$ cat config.mk
export PLATFORM = sky130hd
export DESIGN_NAME = chunked_transfer_decoder_core
export DESIGN_NICKNAME = d
export VERILOG_FILES = /design/src/design/ctd_pkg.sv /design/src/design/chunked_transfer_decoder_core.sv
export VERILOG_INCLUDE_DIRS = /design/src /design/src/design
export SDC_FILE = /design/constraint.sdc
export NUM_CORES = 1
export LEC_CHECK = 0
export BUFFER_PORTS_ARGS = -buffer_cell sky130_fd_sc_hd__buf_2
export CORE_ASPECT_RATIO = 1.5
export CORE_MARGIN = 3
export CORE_UTILIZATION = 52
export DETAILED_ROUTE_END_ITERATION = 7
export PLACE_DENSITY = 0.72
export SLEW_MARGIN = 25
export SYNTH_ARGS = -nofsm -noshare
export SYNTH_HDL_FRONTEND = slang
export SYNTH_SLANG_ARGS = --single-unit
$ cat constraint.sdc
create_clock -name i_clk -period 2.5 [get_ports i_clk]
set_input_delay 0.5 -clock i_clk [delete_from_list [all_inputs] [get_ports i_clk]]
set_output_delay 0.5 -clock i_clk [all_outputs]
set_load 0.1 [all_outputs]
$ cat src/design/assert_macros.svh
// Assertion helpers for the RTL files, included by the decoder core.
// Each macro takes a label, clock, active-low reset and the property terms.
`ifndef ASSERT_MACROS_SVH
`define ASSERT_MACROS_SVH

// Same-cycle implication
`define ASSERT_IMPL(label, clk, rst_n, ante, cons) \
    label: assert property (@(posedge clk) disable iff (!rst_n) (ante) |-> (cons)) \
        else $error("assertion failed: same-cycle implication");

// Next-cycle implication
`define ASSERT_NEXT(label, clk, rst_n, ante, cons) \
    label: assert property (@(posedge clk) disable iff (!rst_n) (ante) |=> (cons)) \
        else $error("assertion failed: next-cycle implication");

`endif

$ cat src/design/ctd_pkg.sv
`timescale 1ns / 1ps
// ----------------------------------------------------------------------------
// ctd_pkg
// Types, constants and byte classifiers for the chunked transfer decoder.
// ----------------------------------------------------------------------------
package ctd_pkg;

    localparam int SIZE_WIDTH_DEF = 32;

    localparam logic [7:0] BYTE_CR    = 8'h0D;
    localparam logic [7:0] BYTE_LF    = 8'h0A;
    localparam logic [7:0] BYTE_SPACE = 8'h20;
    localparam logic [7:0] BYTE_HT    = 8'h09;

    // bytes dropped after each chunk payload (CR LF, unchecked)
    localparam int TRAIL_BYTES = 2;

    typedef enum logic {
        ST_SIZE_LINE = 1'b0,
        ST_DATA      = 1'b1
    } t_stage;

    typedef struct packed {
        logic [7:0] in_byte;
        logic       segment_end;
    } t_in_beat;

    typedef struct packed {
        logic [7:0] body_byte;
        logic       chunk_end;
        logic       size_overflow;
    } t_out_beat;

    typedef struct packed {
        logic       ok;
        logic [3:0] val;
    } t_hex;

    // ASCII hex digit decode, either case
    function automatic t_hex hex_decode(input logic [7:0] b);
        t_hex h;
        h.ok  = 1'b0;
        h.val = 4'd0;
        if (b >= 8'h30 && b <= 8'h39) begin
            h.ok  = 1'b1;
            h.val = 4'(b - 8'h30);
        end else if (b >= 8'h41 && b <= 8'h46) begin
            h.ok  = 1'b1;
            h.val = 4'(b - 8'h37);
        end else if (b >= 8'h61 && b <= 8'h66) begin
            h.ok  = 1'b1;
            h.val = 4'(b - 8'h57);
        end
        return h;
    endfunction

    // space, HT, LF, VT, FF, CR
    function automatic logic is_blank(input logic [7:0] b);
        return (b == BYTE_SPACE) || (b >= BYTE_HT && b <= BYTE_CR);
    endfunction

endpackage

$ cat src/design/chunked_transfer_decoder_core.sv
// Throughput: one input beat per cycle while the skid register is empty;
// size-line and trailer beats give no output beat. A two-entry output stage
// (result register plus skid register) takes one more payload beat while the
// output stalls; input stalls only while the skid register is full.
// Reset (synchronous, active low) returns to the size-line stage, clears the size,
// the byte count, the sticky overflow flag and both output valids.
`timescale 1ns / 1ps
// ----------------------------------------------------------------------------
// chunked_transfer_decoder_core
// Byte-serial HTTP chunked body decoder: parses hex size lines, passes the
// payload bytes through and drops the CR LF after each chunk.
// ----------------------------------------------------------------------------
`include "assert_macros.svh"

module chunked_transfer_decoder_core
    import ctd_pkg::*;
#(
    parameter int SIZE_WIDTH = SIZE_WIDTH_DEF
) (
    input  logic      i_clk,
    input  logic      i_rst_n,
    // input beats
    input  logic      i_in_valid,
    input  t_in_beat  i_in_beat,
    output logic      o_in_stall,
    // output beats
    output logic      o_out_valid,
    output t_out_beat o_out_beat,
    input  logic      i_out_stall
);

    localparam int CNT_WIDTH = SIZE_WIDTH + 1;

    // parser state
    t_stage                r_stage,          n_stage;
    logic [SIZE_WIDTH-1:0] r_size_accum,     n_size_accum;
    logic                  r_digits_stopped, n_digits_stopped;
    logic                  r_line_started,   n_line_started;
    logic                  r_prev_was_cr,    n_prev_was_cr;
    logic [CNT_WIDTH-1:0]  r_bytes_left,     n_bytes_left;
    logic                  r_overflow_seen,  n_overflow_seen;

    // output stage
    logic      r_out_valid,  n_out_valid;
    logic      r_skid_valid, n_skid_valid;
    t_out_beat r_out_beat,   n_out_beat;
    t_out_beat r_skid_beat,  n_skid_beat;

    logic       in_accept;
    logic       out_fire;
    logic       res_valid;
    t_out_beat  res_beat;
    logic [7:0] b;
    t_hex       hex;
    logic       size_sat;
    logic       line_end;

    assign b          = i_in_beat.in_byte;
    assign hex        = hex_decode(b);
    assign o_in_stall = r_skid_valid;
    assign in_accept  = i_in_valid && !r_skid_valid;
    assign out_fire   = r_out_valid && !i_out_stall;
    assign size_sat   = |r_size_accum[SIZE_WIDTH-1 -: 4];
    assign line_end   = r_prev_was_cr && (b == BYTE_LF);

    // parser: next state and result beat
    always_comb begin
        n_stage          = r_stage;
        n_size_accum     = r_size_accum;
        n_digits_stopped = r_digits_stopped;
        n_line_started   = r_line_started;
        n_prev_was_cr    = r_prev_was_cr;
        n_bytes_left     = r_bytes_left;
        n_overflow_seen  = r_overflow_seen;
        res_valid        = 1'b0;
        res_beat.body_byte     = b;
        res_beat.chunk_end     = (r_bytes_left == CNT_WIDTH'(TRAIL_BYTES + 1));
        res_beat.size_overflow = r_overflow_seen;

        if (in_accept) begin
            case (r_stage)
                ST_DATA: begin
                    // payload while more than the trailer remains
                    res_valid = (r_bytes_left > CNT_WIDTH'(TRAIL_BYTES));
                    if (r_bytes_left != '0) begin
                        n_bytes_left = r_bytes_left - CNT_WIDTH'(1);
                    end
                    if (r_bytes_left <= CNT_WIDTH'(1)) begin
                        n_stage          = ST_SIZE_LINE;
                        n_size_accum     = '0;
                        n_digits_stopped = 1'b0;
                        n_line_started   = 1'b0;
                        n_prev_was_cr    = 1'b0;
                    end
                end
                ST_SIZE_LINE: begin
                    if (line_end) begin
                        // CR LF: payload plus trailer
                        n_bytes_left = CNT_WIDTH'(r_size_accum) + CNT_WIDTH'(TRAIL_BYTES);
                        n_stage          = ST_DATA;
                        n_size_accum     = '0;
                        n_digits_stopped = 1'b0;
                        n_line_started   = 1'b0;
                        n_prev_was_cr    = 1'b0;
                    end else begin
                        n_prev_was_cr = (b == BYTE_CR);
                        if (!r_digits_stopped) begin
                            if (!r_line_started && is_blank(b)) begin
                                // leading blank, skipped
                            end else if (hex.ok) begin
                                n_line_started = 1'b1;
                                if (size_sat) begin
                                    n_size_accum    = '1;
                                    n_overflow_seen = 1'b1;
                                end else begin
                                    n_size_accum = {r_size_accum[SIZE_WIDTH-5:0], hex.val};
                                end
                            end else begin
                                n_line_started   = 1'b1;
                                n_digits_stopped = 1'b1;
                            end
                        end
                    end
                end
                default: begin
                    n_stage = ST_SIZE_LINE;
                end
            endcase
        end
    end

    // output stage: result register with skid register behind it
    always_comb begin
        n_out_valid  = r_out_valid;
        n_skid_valid = r_skid_valid;
        n_out_beat   = r_out_beat;
        n_skid_beat  = r_skid_beat;
        if (r_skid_valid) begin
            if (out_fire) begin
                n_out_beat   = r_skid_beat;
                n_skid_valid = 1'b0;
            end
        end else if (res_valid) begin
            if (!r_out_valid || out_fire) begin
                n_out_beat  = res_beat;
                n_out_valid = 1'b1;
            end else begin
                n_skid_beat  = res_beat;
                n_skid_valid = 1'b1;
            end
        end else if (out_fire) begin
            n_out_valid = 1'b0;
        end
    end

    // control registers
    always_ff @(posedge i_clk) begin
        if (!i_rst_n) begin
            r_stage          <= ST_SIZE_LINE;
            r_size_accum     <= '0;
            r_digits_stopped <= 1'b0;
            r_line_started   <= 1'b0;
            r_prev_was_cr    <= 1'b0;
            r_bytes_left     <= '0;
            r_overflow_seen  <= 1'b0;
            r_out_valid      <= 1'b0;
            r_skid_valid     <= 1'b0;
        end else begin
            r_stage          <= n_stage;
            r_size_accum     <= n_size_accum;
            r_digits_stopped <= n_digits_stopped;
            r_line_started   <= n_line_started;
            r_prev_was_cr    <= n_prev_was_cr;
            r_bytes_left     <= n_bytes_left;
            r_overflow_seen  <= n_overflow_seen;
            r_out_valid      <= n_out_valid;
            r_skid_valid     <= n_skid_valid;
        end
    end

    // payload registers
    always_ff @(posedge i_clk) begin
        r_out_beat  <= n_out_beat;
        r_skid_beat <= n_skid_beat;
    end

    assign o_out_valid = r_out_valid;
    assign o_out_beat  = r_out_beat;

    // checks
    `ASSERT_IMPL(a_skid_behind_out, i_clk, i_rst_n, r_skid_valid, r_out_valid)
    `ASSERT_IMPL(a_data_count_live, i_clk, i_rst_n, r_stage == ST_DATA, r_bytes_left != '0)
    `ASSERT_NEXT(a_overflow_sticky, i_clk, i_rst_n, r_overflow_seen, r_overflow_seen)
    `ASSERT_NEXT(a_line_end_clears, i_clk, i_rst_n, in_accept && r_stage == ST_SIZE_LINE && line_end, r_stage == ST_DATA && r_size_accum == '0)

endmodule

==> results of run 1 <==
[worst max-delay path by stage]
stage,start,end,cells after the start
floorplan,r_bytes_left[12],o_out_beat[0],7
global placement,r_bytes_left[13],r_skid_beat[2],7
detailed placement,r_bytes_left[13],r_skid_beat[2],7
CTS,r_bytes_left[13],o_out_beat[9],8
global route,r_bytes_left[0],r_bytes_left[22],9
finish,r_bytes_left[13],r_bytes_left[26],7
[what timing repair did]
| action | 4_1_cts | 5_1_grt |
|---|---|---|
| hold endpoints to repair | 0 | 0 |
| endpoints found under the setup margin | 31 | 63 |
| setup buffers | 1 | 3 |
| pin swaps | 1 | 3 |
| resized for setup | 3 | 4 |
[registers in the layout (all words and copies together) (netlist names)]
register	flops
r_bytes_left	33
r_size_accum	32
o_out_beat	10
r_skid_beat	10
o_in_stall	1
o_out_valid	1
r_digits_stopped	1
r_line_started	1
r_overflow_seen	1
r_prev_was_cr	1
r_stage	1
[critical path, delay by kind of cell (launching register included)]
kind                   cells  cell delay [ns]
buffers and inverters      1             0.16
DFF                        1             0.35
AOI/OAI and AO/OA          2             0.26
and+or+nand+nor            4             1.56
[layout make-up]
class / instances / area (µm²)
Inverter: 17 / 63.81
Timing Repair Buffer: 108 / 790.8
Multi-Input combinational cell: 515 / 3199
Clock inverter: 1 / 5.005
Fill cell: 861 / 3622
Sequential cell: 92 / 2046
Clock buffer: 15 / 287.8
Tap cell: 141 / 176.4
[layer usage]
| layer | vias up | wire [µm] | part of all wire [%] |
|---|---|---|---|
| met5 | - | 0 | 0 |
| met2 | 156 | 8237 | 54 |
| met1 | 2591 | 5960 | 39 |
| met4 | 0 | 495 | 3.2 |
| li1 | 2597 | - | - |
| met3 | 40 | 570 | 3.7 |
[cells in the mapped netlist (3+ instances only)]
cell and n:
o2111ai_1 3, o21ai_1 9, nand4_1 16, dfxtp_1 72, clkbuf_1 33, mux2_2 7, nand2_1 102, nand3_1 34
nor4_1 14, a21oi_1 36, a21boi_0 3, xnor2_1 16, or3_1 7, nand3b_1 5, a211oi_1 3, o22ai_1 9
ha_1 10, mux2i_1 35, o211ai_1 8, and2_1 3, or4_1 4, o21ai_0 65, o41ai_1 3, xor2_1 10
nor2_1 38, a32o_1 5, nand2b_1 5, edfxtp_1 20, nor3_1 19, inv_1 17, buf_6 7, a21o_1 3
a31oi_1 4
[kinds of logic after synthesis]
kind of cell | count (synthesis)
flops | 92
compound gates | 172
mux | 42
simple gates | 265
xor+xnor | 26
fa+ha+maj | 10
buf+inv | 60
[report_power, final]
group | switching (µW) | internal, µW
clock | 567 | 783
sequential | 19.4 | 1530
combinational | 360 | 244
[layout by cell type, fill, tap and decap left out, types with 8 or more instances in the layout]
cell type and n:
inv_1 17, nand3_1 34, buf_2 23, ha_1 9
o211ai_1 8, nor4_1 13, a21oi_1 36, buf_4 82
o21ai_1 10, mux2i_1 35, nand4_1 16, xnor2_1 16
o21ai_0 64, o22ai_1 9, nor3_1 18, xor2_1 10
nor2_1 37, nand2_1 102, clkbuf_16 9, edfxtp_1 20
dfxtp_1 69
[per-stage QoR]
step	setup WS, ns	instances	utilization (%)
after global routing	-0.01550	889	64.46
after CTS	0.01848	886	64.14
final	0.07928	889	64.46
after floorplan	0.01267	667	-
after detailed placement	-0.07271	869	61.08
after global placement	-0.03473	869	61.08
==> metrics.md, run 1 <==
| Metric | Value |
|---|---|
| Status | completed |
| Setup tns final | 0 ns |
| Syn_area_per_cell | 8.237 µm² |
| Critical Path Start Type | flop |
| Synthesis warning total | 0 |
| Leakage | around 0.0026 µW |
| Fin area | 6569 µm² |
| Clock Tree Buf Depth | 2 |
| Crit Path Class | flop to flop |
| PnR Total Power | 3508 µW |
| Pwr dens | around 530 nW/µm² |
| Seq cells post-synth | 92 |
| Post-Syn Nets | between 600 and 700 |
| Remaining DRCs | 0 |
| Placed instance area | 6225 µm² |
| Cells after Synth | 667 |
| Slew @ Worst Pin | approximately 0.65 ns |
| CTS H-tree depth | 3 |
| Largest net degree at the start of global routing | 50 |
| Starting Density | 53.91% |
| Clock-pin slew on the worst setup and hold paths | about 0.06 ns |
| CTS buffer count | 9 |
| I/O pin total | 25 |
| Crit-path cells | or4_4 > or3_4 > buf_4 > or3_1 > nor3_1 > a21oi_1 > o21a_1 |
| EDFF count, synth | 20 |
| Max FO, Critical Path | 5 |
| Layout Nets | 766 |
| Layout cells sized above 1 | 20.45% |
| Share of the synthesized area in the top cell type | between 20% and 30% |
| Max Clock Freq | approximately 410 MHz |
| Max-slew violations | 0 |
| HP Class | input pin to flop |
| Peak supply drop | 0.3403 mV |
| Post-layout min period | between 2 and 2.5 ns |
| Ant diodes | 0 |
| Site Rows | 45 |
| Final Cycle Share | 96.83% |
| DRT iter0 DRCs | 282 |
| Hold Crit Depth | 1 |
| Mux cell area share after synthesis | 7.811% |
| Post-synth ARST share | 0% |
| Congestion Overflow GR | 0 |
| XOR/XNOR Fraction of Synth Area | between 4 and 5% |
| Final Setup Violations | 0 |
| Post-Syn Area | 5494 µm² |
| GRT busiest layer | met2 |
| WP data required | 2.74 ns |
| Slowest stage delay, CP | approximately 0.53 ns |
| Seq/Total Area, Yosys | 37.17% |
| Gr usage total | 25.52% |
| CTS Hold Bufs | 0 |
| Drt pass-1 iters | 5 |
| Fin Hold WS | 0.3822 ns |
| Final Hold Vio Count | 0 |
| Main combinational cell family by area after synthesis | simple AND/OR/NAND/NOR gates |
| Worst relative slew slack | 56.58% |
| PortBufs | 23 |
| Reg2reg start | r_bytes_left[13] |
| Final WL | roughly 15,000 µm |
| Critical Path Sink Type | flop |
| Synth-to-Final Area Change | 19.56% |
| Hpwl dp | 11,190 µm |
| Synth Flop Type | dfxtp_1 |
| Skew final | 0.01104 ns |
| Initial antenna violation count | 0 |
| Die W | 89.93 µm |
| Ranking of synthesized cells by area | dfxtp_1, edfxtp_1, nand2_1, mux2i_1, o21ai_0 |
| Core footprint | 10,190 µm² |
| Gpl congestion | 0.9266 |
| Worst-Skew Late Latency | 0.35 ns |
| Hold path start | i_in_beat[7] |
| Vias per cell | approximately 6.1 |
| CTS Root Cell | clkbuf_16 |
| Hold EP | r_skid_beat[8] |
| Via count | 5,384 |
| CTS tree | done |
| Max-cap violation count | 0 |
| Data arrival, critical path | around 2.7 ns |
| DR WL/cell | roughly 17 µm |
| Synth unique cells | 65 |
| Sink Count | 92 |
| Met2 GRT Util | 48.70% |
| Post-Synth Adder-Cell Area | 2.277% |
| Post-synthesis simple-gate area fraction | 23.84% |
| First-pass GRT wire length | ~25,000 µm |
| M3 GR Usage | under 10% |
| R2r setup slk | 0.08 ns |
| Worst path slowest cell | or4_4 |
| R2R cell count | 7 |
| Final ANT Viol Nets | 0 |
| Die height | 131.9 µm |
| Reg-to-Reg End | r_bytes_left[26] |
| Die area | 11,860 µm² |
| Post-synth top area cell | dfxtp_1 |
| Grt met1 use | a little over a quarter |
| Vias in the first global route | 5,219 |
| Post-synthesis compound-gate area fraction | 19.65% |
Note: power is estimated with default switching activity, not from simulation.
==> run 2, diff against run 1 <==
--- a/config.mk
+++ b/config.mk
@@ -6,12 +6,13 @@
 export SDC_FILE = /design/constraint.sdc
 export NUM_CORES = 1
 export LEC_CHECK = 0
+export ABC_AREA = 1
 export BUFFER_PORTS_ARGS = -buffer_cell sky130_fd_sc_hd__buf_2
 export CORE_ASPECT_RATIO = 1.5
 export CORE_MARGIN = 3
 export CORE_UTILIZATION = 52
 export DETAILED_ROUTE_END_ITERATION = 7
-export PLACE_DENSITY = 0.72
+export PLACE_DENSITY = 0.69
 export SLEW_MARGIN = 25
 export SYNTH_ARGS = -nofsm -noshare
 export SYNTH_HDL_FRONTEND = slang
==> constraint.sdc (replaced) <==
create_clock -name i_clk -period 2.4 [get_ports i_clk]
set_input_delay 0.48 -clock i_clk [delete_from_list [all_inputs] [get_ports i_clk]]
set_output_delay 0.48 -clock i_clk [all_outputs]
set_load 0.1 [all_outputs]
==> run 2 against run 1 <==
Cell area increased by 4.3%. Maximum frequency grew 17%. Register-to-register slack gained 0.26 ns. Synthesized area increased by 13%. Critical path depth grew 3. Clock power is 8% higher. Non-clock buffer count fell by 60. Combinational power is 28% higher. Power grew 11%.
==> metrics.md, run 2 <==
| Metric | Value |
|---|---|
| Status | completed |
| Ranking of synthesized cells by area | dfxtp_1, nand2_1, edfxtp_1, nor2_1, o21ai_0 |
| Syn_area_per_cell | 6.565 µm² (-20%) |
| PortBufs | 23 (unchanged) |
| Remaining DRCs | 0 (unchanged) |
| Crit Path Class | flop to flop |
| Most common cell in the netlist | nand2_1 |
| Sink Count | 92 (unchanged) |
| EDFF count, synth | 20 (unchanged) |
| Worst-Skew Late Latency | 0.35 ns (about the same) |
| Ant diodes | 0 (unchanged) |
| Synth unique cells | 42 (-35%) |
| Seq cells post-synth | 92 (unchanged) |
| Vias per cell | 5.471 (-9.7%) |
| Via count | 6,128 (+14%) |
| Vias in the first global route | 5,774 (+11%) |
| Gates resized, CTS repair | 0 (-3) |
| CTS buffer count | 9 (unchanged) |
| Final Setup Violations | 0 (unchanged) |
| Max FO, Critical Path | 5 (unchanged) |
| Hold path start | i_in_beat[6] |
| Critical Path Sink Type | flop |
| Max-cap violation count | 0 (unchanged) |
| Post-CTS setup buffer count | 0 (-1) |
| Skew final | 0.004218 ns (-0.006823 ns) |
| Biggest regs | r_bytes_left x33, r_size_accum x32 |
| First-pass GRT wire length | 28,200 µm (+13%) |
| CTS Hold Bufs | 0 (unchanged) |
| Post-Syn Area | 6197 µm² (+13%) |
| Inst Count DP | 1,104 (+27%) |
| WP data required | 2.62 ns (-0.12 ns) |
| Share of the synthesized area in the top cell type | 23.26% (-3.0 points) |
| Max reg flops | 33 (unchanged) |
| Post-Syn Nets | 967 (+40%) |
| Synth-to-Final Area Change | 10.54% |
| HP Class | input pin to flop |
| Post-layout min period | 2.062 ns (-0.3584 ns) |
| Site Rows | 48 (+6.7%) |
| I/O pin total | 25 (unchanged) |
| Commonest cells after routing, fill and taps aside | nand2_1, nor2_1, o21ai_0, inv_1, dfxtp_1 |
| DRT iter0 DRCs | 389 (+38%) |
| Die height | 139.7 µm (+5.9%) |
| Gr usage total | 26.61% (+1.1 points) |
| Drt pass-1 iters | 5 (unchanged) |
| Final Hold Vio Count | 0 (unchanged) |
| Critical Path Start Type | flop |
| Final ANT Viol Nets | 0 (unchanged) |
| Initial antenna violation count | 0 (unchanged) |
| Congestion Overflow GR | 0 (unchanged) |
| CP Launch Point | r_size_accum[1] |
| Cells after Synth | 944 (+42%) |
| Reg2reg start | r_size_accum[1] |
| Die W | 95.14 µm (+5.8%) |
| CTS tree | done |
| Max-slew violations | 0 (unchanged) |
| Layout Nets | 988 (+29%) |
| Hpwl dp | 12,290 µm (+9.8%) |
| CTS H-tree depth | 3 (unchanged) |
| Slew @ Worst Pin | 0.5306 ns (-0.1147 ns) |
| Final cell count without fillers | 1,120 (+26%) |
| Seq/Total Area, Yosys | 32.95% (-4.2 points) |
| Core footprint | 11,590 µm² (+14%) |
| Pwr dens | 567.2 nW/µm² (+6.2%) |
| Final WL | 16,860 µm (+10%) |
| RSZ-0062 raised after global routing | no |
| Synth Flop Type | dfxtp_1 |
| Data arrival, critical path | 2.28 ns (-0.39 ns) |
| Gpl congestion | 0.9653 (+4.2%) |
| Peak supply drop | 0.3643 mV (+7.0%) |
| Top reg by flops | r_bytes_left |
| Largest net degree at the start of global routing | 67 (+34%) |
| DR WL/cell | 15.05 µm (-12%) |
| Final Cycle Share | 85.93% (-11 points) |
| Max Clock Freq | 484.9 MHz (+17%) |
| Fillers | 1,168 (+36%) |
| Starting Density | 53.47% (-0.45 points) |
| Die area | 13,290 µm² (+12%) |
| CTS Root Cell | clkbuf_16 |
| Post-synth top area cell | dfxtp_1 |
| Synthesis warning total | 0 (unchanged) |
| Leakage | 0.002674 µW (+1.4%) |
| Clock-pin slew on the worst setup and hold paths | 0.07 ns (about the same) |
| Commonest non-fill, non-tap cell in the layout | nand2_1 |
| Layout cells sized above 1 | 15.67% (-4.8 points) |
| Most frequent cells after synthesis | nand2_1, nor2_1, o21ai_0 |
| Worst relative slew slack | 64.62% (+8.0 points) |
| Clock Tree Buf Depth | 2 (unchanged) |
| Setup tns final | 0 ns (unchanged) |
| Post-synth ARST share | 0% (unchanged) |
==> run 2: final cells by class <==
cell class,instances,area [µm²],share of cell area [%]
clock buffers,9,225.2,3.288
multi-input cells,730,3651,53.30
clock inverters,7,75.07,1.096
repair buffers,48,352.8,5.151
flip-flops and latches,92,2043,29.83
well taps,150,187.7,2.740
inverters,84,315.3,4.603
==> run 2: worst max-delay path, stage by stage (launching register included) <==
cell and delay (ns):
dfxtp_1 0.41, ha_1 0.25, nand2_1 0.09, nor2_1 0.25, inv_1 0.15, nor2_1 0.32
nand2_1 0.10, nand2_1 0.06, nand3_1 0.10, nand3_1 0.12, a21oi_1 0.06
==> run 2: path summary, 6_finish.rpt <==
| path | endpoint | slack, ns | cells after the start |
|---|---|---|---|
| max | r_bytes_left[23] | 0.34 | 10 |
| min | r_skid_beat[7] | 0.34 | 1 |
| max reg2reg | r_bytes_left[23] | 0.34 | 10 |
| min reg2reg | r_skid_beat[0] | 0.44 | 0 |
==> run 2: per-layer routing <==
metal / vias to the layer above / track usage, % / part of all wire (%)
li1: 3132 / - / -
met1: 2815 / 33.67 / 43
met2: 149 / 45.66 / 50
met3: 32 / 2.920 / 4.1
met4: 0 / 9.962 / 2.7
met5: - / 0 / 0
==> run 2: kinds of logic (layout without fill, tap and decap cells) <==
logic type      count (synthesis)  count (layout)  synth area share (%)
simple gates                  517             517                 36.73
fa+ha+maj                      10              10                 2.019
compound gates                181             181                 17.00
xor+xnor                       22              22                 3.109
buf+inv                       122             148                 8.197
flops                          92              92                 32.95
==> run 2: report_power, final <==
part	total, µW	internal, µW	switching (µW)	leakage, µW
Sequential	1650	1620	31.4	0.000768
Clock	1460	815	648	0.000142
Combinational	774	239	534	0.00176
==> run 2: stage by stage <==
stage                     utilization [%]  instance area [µm²]  total power, µW  hold WS, ns  worst slack (ns)
after floorplan                         -                 6197             2263       0.4082            0.2777
after global placement              56.48                 6546             2443       0.4105            0.1240
after detailed placement            56.48                 6546             2449       0.4179           0.08679
after CTS                           59.07                 6847             3911       0.3331            0.1870
after global routing                59.10                 6850             4067       0.3463           0.08606
final                               59.10                 6850             3885       0.3437            0.3377
==> run 3, diff against run 2 <==
--- a/config.mk
+++ b/config.mk
@@ -13,6 +13,7 @@
 export CORE_UTILIZATION = 52
 export DETAILED_ROUTE_END_ITERATION = 7
 export PLACE_DENSITY = 0.69
+export SETUP_SLACK_MARGIN = 0.5
 export SLEW_MARGIN = 25
 export SYNTH_ARGS = -nofsm -noshare
 export SYNTH_HDL_FRONTEND = slang
==> run 3 against run 2 <==
Routed wire length increased by 5.0%. Worst hold slack gained 0.0080 ns. Die area unchanged. Via count up 2.9%. Critical path type unchanged. Final cell count grew 1.6%. Critical endpoint is now r_size_accum[10]. Core utilization rose by 5.3 points. Sequential power about the same. Critical path depth grew 2.
==> metrics.md, run 3 (synthesized netlist as in run 2, its figures left out) <==
| Metric | Value |
|---|---|
| Drt pass-1 iters | 5 (unchanged) |
| HP Class | input pin to flop |
| Top reg by flops | r_bytes_left |
| Final Hold Vio Count | 0 (unchanged) |
| Layout cells sized above 1 | 26.11% (+10 points) |
| Combinational power share | 21.2% (+1.3 points) |
| Vias in the first global route | 5,879 (+1.8%) |
| Setup tns final | 0 ns (unchanged) |
| R2R cell count | 12 (+2) |
| R2r setup slk | 0.51 ns (+0.18 ns) |
| P_int | 2986 µW (+12%) |
| Layout Nets | 1,006 (+1.8%) |
| Post-layout min period | 1.885 ns (-0.1769 ns) |
| I/O pin total | 25 (unchanged) |
| Gpl congestion | 0.9661 (about the same) |
| Die area | 13,290 µm² (unchanged) |
| Critical path endpoint | r_size_accum[10] |
| Switching Share | 30.55% (-0.69 points) |
| Skew final | 0.008809 ns (+0.004592 ns) |
| Reg2reg start | r_bytes_left[18] |
| First-pass GRT wire length | 28,170 µm (-0.12%) |
| WP data required | 2.68 ns (+0.06 ns) |
| Core footprint | 11,590 µm² (unchanged) |
| Leakage | 0.002908 µW (+8.8%) |
| Max-slew violations | 0 (unchanged) |
| Gr usage total | 26.59% (about the same) |
| DRT iter0 DRCs | 436 (+12%) |
| Slew @ Worst Pin | 0.4869 ns (-0.04371 ns) |
| Site Rows | 48 (unchanged) |
| Clock Tree Buf Depth | 2 (unchanged) |
| Max Clock Freq | 530.4 MHz (+9.4%) |
| DR WL/cell | 15.56 µm (+3.4%) |
| Hpwl dp | 12,200 µm (-0.80%) |
| Peak supply drop | 0.3534 mV (-3.0%) |
| Via count | 6,307 (+2.9%) |
| Clk pwr share | 40.1% (+2.4 points) |
| CTS H-tree depth | 3 (unchanged) |
| CTS Root Cell | clkbuf_16 |
| Commonest cells after routing, fill and taps aside | nand2_1, nor2_1, o21ai_0, inv_1, nand3_1 |
| Remaining DRCs | 0 (unchanged) |
| PortBufs | 23 (unchanged) |
| Final ANT Viol Nets | 0 (unchanged) |
| Hold path start | i_in_beat[6] |
| CTS buffer count | 9 (unchanged) |
| Max-cap violation count | 0 (unchanged) |
| Data arrival, critical path | 2.17 ns (-0.11 ns) |
| Clock-pin slew on the worst setup and hold paths | 0.07 ns (about the same) |
| Crit Path Class | flop to flop |
| Reg-to-Reg End | r_size_accum[10] |
| Final Setup Violations | 0 (unchanged) |
| Starting Density | 53.47% (unchanged) |
| Fin area | 7466 µm² (+9.0%) |
| Pwr dens | 575.8 nW/µm² (+1.5%) |
| Commonest non-fill, non-tap cell in the layout | nand2_1 |
| Congestion Overflow GR | 0 (unchanged) |
| Status | completed |
| Sink Count | 92 (unchanged) |
| Worst-Skew Late Latency | 0.35 ns (about the same) |
| Critical Path Start Type | flop |
| Placed instance area | 6523 µm² (-0.36%) |
| CTS tree | done |
| Biggest regs | r_bytes_left x33, r_size_accum x32 |
| Ant diodes | 0 (unchanged) |
| Max reg flops | 33 (unchanged) |
| CTS Hold Bufs | 0 (unchanged) |
| Largest net degree at the start of global routing | 40 (-40%) |
| Worst relative slew slack | 67.76% (+3.1 points) |
| CP Launch Point | r_bytes_left[18] |
| Synth-to-Final Area Change | 20.47% |
| Vias per cell | 5.542 (+1.3%) |
| Die W | 95.14 µm (unchanged) |
| Initial antenna violation count | 0 (unchanged) |
| Switch Pwr | 1313 µW (+8.2%) |
| Final Cycle Share | 78.56% (-7.4 points) |
| RSZ-0062 raised after global routing | yes |
| Max FO, Critical Path | 6 (+1) |
| Final WL | 17,710 µm (+5.0%) |
| Flop pwr share | 38.7% (-3.7 points) |
| Critical Path Sink Type | flop |
| Die height | 139.7 µm (unchanged) |
-- run 3: final cells by class --
type	count	area [µm²]
clock buffers	9	225.2
clock inverters	7	127.6
fillers	1073	4125
inverters	84	322.8
multi-input cells	730	3931
flip-flops and latches	92	2088
well taps	150	187.7
repair buffers	65	576.8
repair inverters	1	6.256
-- run 3: what timing repair did --
item	4_1_cts	5_1_grt
gates resized for setup	11	110
setup buffers	0	18
setup endpoints to repair	41	87
pin swaps	0	23
gates cloned	0	5
hold endpoints to repair	0	0
-- run 3: worst min-delay path by stage --
stage / depth (start not counted) / slack [ns] / end
2_1_floorplan: 0 / 0.41 / r_skid_beat[0]
3_5_place_dp: 0 / 0.42 / r_skid_beat[0]
5_1_grt: 1 / 0.34 / r_skid_beat[7]
6_report: 1 / 0.35 / r_skid_beat[7]
3_3_place_gp: 0 / 0.41 / r_skid_beat[0]
4_1_cts: 1 / 0.34 / r_skid_beat[7]
-- run 3: power groups by stage --
stage          registers (µW)  logic [µW]  clock network (µW)
2_1_floorplan            1720         540                   0
3_3_place_gp             1680         747                   0
3_5_place_dp             1690         751                   0
4_1_cts                  1650         768                1740
5_1_grt                  1670        1000                1800
6_report                 1660         913                1720
-- run 3: per-layer routing --
metal	global-route usage, %	share of wire, %	vias to the layer above
met5	0	0	-
met4	9.886	3.5	0
met3	4.164	5.4	44
met2	45.51	51	179
met1	32.99	41	2921
li1	-	-	3163
-- run 3: stage by stage --
| stage | total power [µW] | setup WS (ns) | hold slack [ns] | util [%] | instances |
|---|---|---|---|---|---|
| after global routing | 4471 | 0.4229 | 0.3390 | 64.41 | 1138 |
| final | 4299 | 0.5146 | 0.3517 | 64.41 | 1138 |
| after detailed placement | 2436 | 0.1428 | 0.4228 | 56.27 | 1099 |
| after floorplan | 2265 | 0.5229 | 0.4082 | - | 944 |
| after CTS | 4158 | 0.4914 | 0.3408 | 59.64 | 1115 |
| after global placement | 2432 | 0.1616 | 0.4100 | 56.27 | 1099 |
-- run 3: worst max-delay path, stage by stage (launching register included) --
cell	delay, ns
dfxtp_4	0.36
nor2_4	0.13
nand2_2	0.09
nor2_4	0.15
nand2_2	0.08
nor2_2	0.12
nand2_1	0.07
nand3_2	0.11
nand2_4	0.10
nor2_8	0.25
clkbuf_16	0.20
nand2_2	0.05
a21oi_2	0.10
